$ cat config.mk
export PLATFORM = sky130hd
export DESIGN_NAME = rscp_ctrl
export DESIGN_NICKNAME = d
export VERILOG_FILES = /design/src/rtl/assert_macros.svh /design/src/rtl/rscp_pkg.sv /design/src/rtl/rscp_ctrl.sv
export SDC_FILE = /design/constraint.sdc
export NUM_CORES = 1
export LEC_CHECK = 0
export ABC_AREA = 1
export BUFFER_PORTS_ARGS = -buffer_cell sky130_fd_sc_hd__buf_4
export CAP_MARGIN = 20
export CELL_PAD_IN_SITES_DETAIL_PLACEMENT = 1
export CELL_PAD_IN_SITES_GLOBAL_PLACEMENT = 2
export CORE_MARGIN = 3
export CORE_UTILIZATION = 28
export DETAILED_ROUTE_END_ITERATION = 8
export GPL_TIMING_DRIVEN = 0
export MAX_ROUTING_LAYER = met4
export PLACE_DENSITY_LB_ADDON = 0.25
export SLEW_MARGIN = 20
export SYNTH_ARGS = -nofsm -noshare
export SYNTH_HDL_FRONTEND = slang
export SYNTH_SLANG_ARGS = --single-unit
$ cat constraint.sdc
create_clock -name clk -period 2.8 [get_ports clk]
set_clock_uncertainty 0.1 [all_clocks]
set_input_delay 0.14 -clock clk [delete_from_list [all_inputs] [get_ports clk]]
set_output_delay 0.14 -clock clk [all_outputs]
set_load 0.1 [all_outputs]
$ cat src/rtl/assert_macros.svh
// Assertion macros shared by the stack policy RTL.
// Each macro samples on clk and is disabled while rst_n is low.
`ifndef ASSERT_MACROS_SVH
`define ASSERT_MACROS_SVH

// Condition holds at every sampled edge
`define RSCP_ASSERT_HOLDS(label, expr, msg) \
    label: assert property (@(posedge clk) disable iff (!rst_n) (expr)) else $error(msg);

// Consequent holds in the same cycle as the antecedent
`define RSCP_ASSERT_IMPLIES(label, ante, cons, msg) \
    label: assert property (@(posedge clk) disable iff (!rst_n) (ante) |-> (cons)) else $error(msg);

// Consequent holds in the cycle after the antecedent
`define RSCP_ASSERT_NEXT(label, ante, cons, msg) \
    label: assert property (@(posedge clk) disable iff (!rst_n) (ante) |=> (cons)) else $error(msg);

`endif

$ cat src/rtl/rscp_pkg.sv
// Shared constants, codes and controller/datapath structs for the stack policy unit.
// No dependencies; every other RTL file but assert_macros.svh refers to it by scoped names.
`timescale 1ns / 1ps

package rscp_pkg;

    // Default parameter values
    localparam int DEPTH_DEFAULT        = 1024;
    localparam int DATA_WIDTH_DEFAULT   = 32;
    localparam int MIN_CAPACITY_DEFAULT = 10;

    // Fixed field widths
    localparam int PUSH_W     = 32;
    localparam int CNT_PORT_W = 11;
    localparam int TOTAL_W    = 16;
    localparam int CFG_IDX_W  = 3;
    localparam int CFG_DATA_W = 12;
    localparam int GT_W       = 10;
    localparam int ST_W       = 8;
    localparam int GF_W       = 12;
    localparam int SF_W       = 8;
    localparam int INIT_W     = 11;
    localparam int QFRAC      = 8;

    // Register reset values
    localparam logic [GT_W-1:0]   GT_RESET       = 10'd256;
    localparam logic [ST_W-1:0]   ST_RESET       = 8'd38;
    localparam logic [GF_W-1:0]   GF_RESET       = 12'd512;
    localparam logic [SF_W-1:0]   SF_RESET       = 8'd128;
    localparam logic [INIT_W-1:0] INIT_CAP_RESET = 11'd10;

    // Configuration register indexes
    typedef enum logic [CFG_IDX_W-1:0] {
        REG_GROW_THRESHOLD   = 3'd0,
        REG_SHRINK_THRESHOLD = 3'd1,
        REG_GROW_FACTOR      = 3'd2,
        REG_SHRINK_FACTOR    = 3'd3,
        REG_INITIAL_CAPACITY = 3'd4
    } cfg_reg_t;

    // Transaction opcodes
    typedef enum logic {
        OP_PUSH = 1'b0,
        OP_POP  = 1'b1
    } opcode_t;

    // Operand select for the shared capacity multiplier
    typedef enum logic [1:0] {
        MUL_GT = 2'd0,
        MUL_ST = 2'd1,
        MUL_GF = 2'd2,
        MUL_SF = 2'd3
    } mul_sel_t;

    // Commands from the controller to the datapath
    typedef struct packed {
        logic     start;
        logic     mul_en;
        mul_sel_t mul_sel;
        logic     decide;
        logic     load_out;
    } ctrl_cmd_t;

    // Status from the datapath to the controller
    typedef struct packed {
        logic needs_check;
        logic out_free;
    } dp_status_t;

endpackage

$ cat src/rtl/rscp_ctrl.sv
// Sequencing state machine of the stack policy unit.
// Depends on rscp_pkg for the command and status structs.
`timescale 1ns / 1ps

module rscp_ctrl
(
    input  logic                 clk,
    input  logic                 rst_n,
    input  logic                 in_valid,
    output logic                 in_ready,
    input  rscp_pkg::dp_status_t status,
    output rscp_pkg::ctrl_cmd_t  cmd
);

    typedef enum logic [6:0] {
        S_IDLE   = 7'b0000001,
        S_MUL_GT = 7'b0000010,
        S_MUL_ST = 7'b0000100,
        S_MUL_GF = 7'b0001000,
        S_MUL_SF = 7'b0010000,
        S_DECIDE = 7'b0100000,
        S_RESULT = 7'b1000000
    } state_t;

    state_t state_reg;
    state_t state_next;

    // Hold state
    always_ff @(posedge clk or negedge rst_n)
    begin
        if (!rst_n)
        begin
            state_reg <= S_IDLE;
        end
        else
        begin
            state_reg <= state_next;
        end
    end

    assign in_ready = (state_reg == S_IDLE);

    // Advance through the step: accept, four products and decide when a fill check runs, deliver
    always_comb
    begin
        state_next   = state_reg;
        cmd          = '0;
        cmd.mul_sel  = rscp_pkg::MUL_GT;
        case (state_reg)
            S_IDLE:
            begin
                if (in_valid)
                begin
                    cmd.start  = 1'b1;
                    state_next = status.needs_check ? S_MUL_GT : S_RESULT;
                end
            end
            S_MUL_GT:
            begin
                cmd.mul_en  = 1'b1;
                cmd.mul_sel = rscp_pkg::MUL_GT;
                state_next  = S_MUL_ST;
            end
            S_MUL_ST:
            begin
                cmd.mul_en  = 1'b1;
                cmd.mul_sel = rscp_pkg::MUL_ST;
                state_next  = S_MUL_GF;
            end
            S_MUL_GF:
            begin
                cmd.mul_en  = 1'b1;
                cmd.mul_sel = rscp_pkg::MUL_GF;
                state_next  = S_MUL_SF;
            end
            S_MUL_SF:
            begin
                cmd.mul_en  = 1'b1;
                cmd.mul_sel = rscp_pkg::MUL_SF;
                state_next  = S_DECIDE;
            end
            S_DECIDE:
            begin
                cmd.decide = 1'b1;
                state_next = S_RESULT;
            end
            S_RESULT:
            begin
                if (status.out_free)
                begin
                    cmd.load_out = 1'b1;
                    state_next   = S_IDLE;
                end
            end
            default:
            begin
                state_next = S_IDLE;
            end
        endcase
    end

endmodule

==> qor.yml <==
synth:
  netlist_area_um2: 462
  yosysSeqAreaShare_pct: 38.2
  syn-num-nets: 66
  yosysWarnings: 0
  yosysUniqueCellTypes: 16
  syn_area_per_cell_um2: 7.57
  synthCells: 61
  ys_seq_elements: 7
sta:
  slew_violations: 0
  rsz0062_at_grt: "no"
  setup_viol: 0
  period_share_pct: 64.3
  finalHoldViolations: 0
  fin_tns_setup_ns: 0
  whs_ns: 0.0328
  worst_slew_pin_slew_ns: 0.279
  period_needed_ns: 1.80
  fmax_ghz: 0.555
  max_slew_margin_pct: 81.6
layout:
  final_util_pct: 39.4
  largest_reg_flops: 7
  syn_to_final_growth_pct: 30.1
  fin_nets: 83
  fillers: 199
  final_cell_area_um2: 601
  seq_area_um2: 176
  multi_input_area_um2: 226
  drive_gt1_share_pct: 51.9
  diodes: 0
worst_setup_path:
  critPathCaptureType: "primary output"
  crit_required_ns: 2.56
  critical_path_class: "flip-flop to primary output"
  path_max_fanout: 4
  start_kind: "flip-flop"
  critPathArrivalTime_ns: 1.56
drt:
  drt-initial-drc-count: 3
  vias_per_cell: 4.53
  drc: 0
  num_vias: 421
  wirelength_um: 1060
  wl_per_cell_um: 11.4
  dr.pass1.iters: 2
  detail-route-antenna-nets: 0
cts:
  numCtsBuffers: 3
  postCtsHoldBufs: 1
  cts_setup_buffers: 0
  clock-sinks: 7
  clock_path_buffers: 2
  cts_tree: "yes"
  cts_root_buf: "clkbuf_4"
  cts_max_level: 1
  path_clk_slew_ns: 0.05
  cts_resized: 0
  clk_latency_ns: 0.25
die:
  ios: 12
  start_util_pct: 30.3
  fp-row-count: 14
  core_area_um2: 1520
  die_y_um: 46.6
  fp.dieArea_um2: 2170
  fp.dieW_um: 46.6
power_and_ir_drop:
  powerDensity_nw_per_um2: 1250
  vdd_ir_drop_max_v: 0.000631
  total_power_uw: 752
  p_leak_uw: 0.000350
hold_path:
  min_path_type: "primary input to flip-flop"
global_routing:
  grt_pass1_vias: 442
  grt_pass1_wl_um: 1830
  grt_usage_pct: 12.9
  grt_max_degree: 8
  grt_antenna_before_repair: 0
  overflow: 0
place:
  globalplace.congestion: 0.635
  place_hpwl_um: 939
  portBuffers: 11
  placedInstanceArea_um2: 564
run:
  drv_cap: 0
outcome:
  outcome: "finished, final reports clean"
## power by group
| part | switching (µW) | internal [µW] |
|---|---|---|
| logic | 386 | 120 |
| registers | 21.4 | 132 |
| clock network | 39.1 | 54.5 |
## routing by layer
layer | vias to the layer above | track usage (%) | routed length, µm
met4 | 0 | 6.82 | 31
li1 | 213 | - | -
met3 | 4 | 3.52 | 39
met1 | 194 | 14.7 | 444
met5 | - | - | 0
met2 | 10 | 20.3 | 544
## critical path: stages (launching register included)
cell,delay [ns]
dfrtp_1,0.39
inv_2,0.08
nand2_4,0.06
nor2_4,0.16
inv_4,0.07
nor2_4,0.12
nor2_2,0.07
nand3_1,0.06
buf_4,0.29
## kinds of logic (layout without fill, tap and decap cells)
group                  Yosys count  in the layout  share of synthesized area (%)
DFF                              7              7                           38.2
buffers and inverters           15             31                           12.7
AOI/OAI and AO/OA                2              2                           2.17
and+or+nand+nor                 37             37                           46.9
## final timing paths
check	cells after the start	startpoint	to	slack, ns
hold / removal	3	status[1]	state_reg[1]	0.03
min in group asynchronous	2	rst_n	state_reg[4]	0.14
setup reg to reg	7	state_reg[0]	state_reg[6]	1.48
max in group asynchronous	2	rst_n	state_reg[0]	2.25
setup / recovery	8	state_reg[4]	cmd[4]	1.0
hold reg to reg	3	state_reg[2]	state_reg[2]	0.50
## Yosys cell counts (all sizes together)
cell type / count / area (µm²)
dfrtp: 6 / 150
dfstp: 1 / 26.3
inv: 15 / 58.8
nand2: 17 / 86.3
nand3: 4 / 25.0
nand4: 2 / 12.5
nor2: 12 / 82.6
nor3: 2 / 10.0
o21ai: 2 / 10.0
## stage by stage
step | setup slack, ns | std cells
after detailed placement | 1.25 | 88
final | 0.999 | 93
after global routing | 0.894 | 93
after CTS | 0.961 | 93
after global placement | 1.29 | 88
after floorplan | 0.490 | 61
## final cells by class
| cell class | count | share of cell area, % |
|---|---|---|
| Multi-Input combinational cell | 39 | 37.7 |
| Sequential cell | 7 | 29.4 |
| Timing Repair Buffer | 12 | 15.4 |
| Inverter | 15 | 9.79 |
| Clock buffer | 4 | 4.38 |
| Tap cell | 16 | 3.33 |
## cells in the final DEF (no fill, tap or decap)
master / netlist / layout
nor2_2: 3 / 3
nand2_1: 10 / 10
inv_1: 5 / 5
inv_2: 9 / 9
nor2_1: 5 / 5
nand2_2: 6 / 6
dfrtp_1: 6 / 6
inv_4: 1 / 1
dfstp_2: 1 / 1
dlygate4sd3_1: 0 / 1
nand2_4: 1 / 1
nand4_1: 2 / 2
nor2_4: 4 / 4
nor3_1: 2 / 2
buf_4: 0 / 11
o21ai_1: 2 / 2
nand3_1: 3 / 3
nand3_2: 1 / 1
clkbuf_1: 0 / 1
clkbuf_4: 0 / 3
Power figures use the tool's default switching activity.
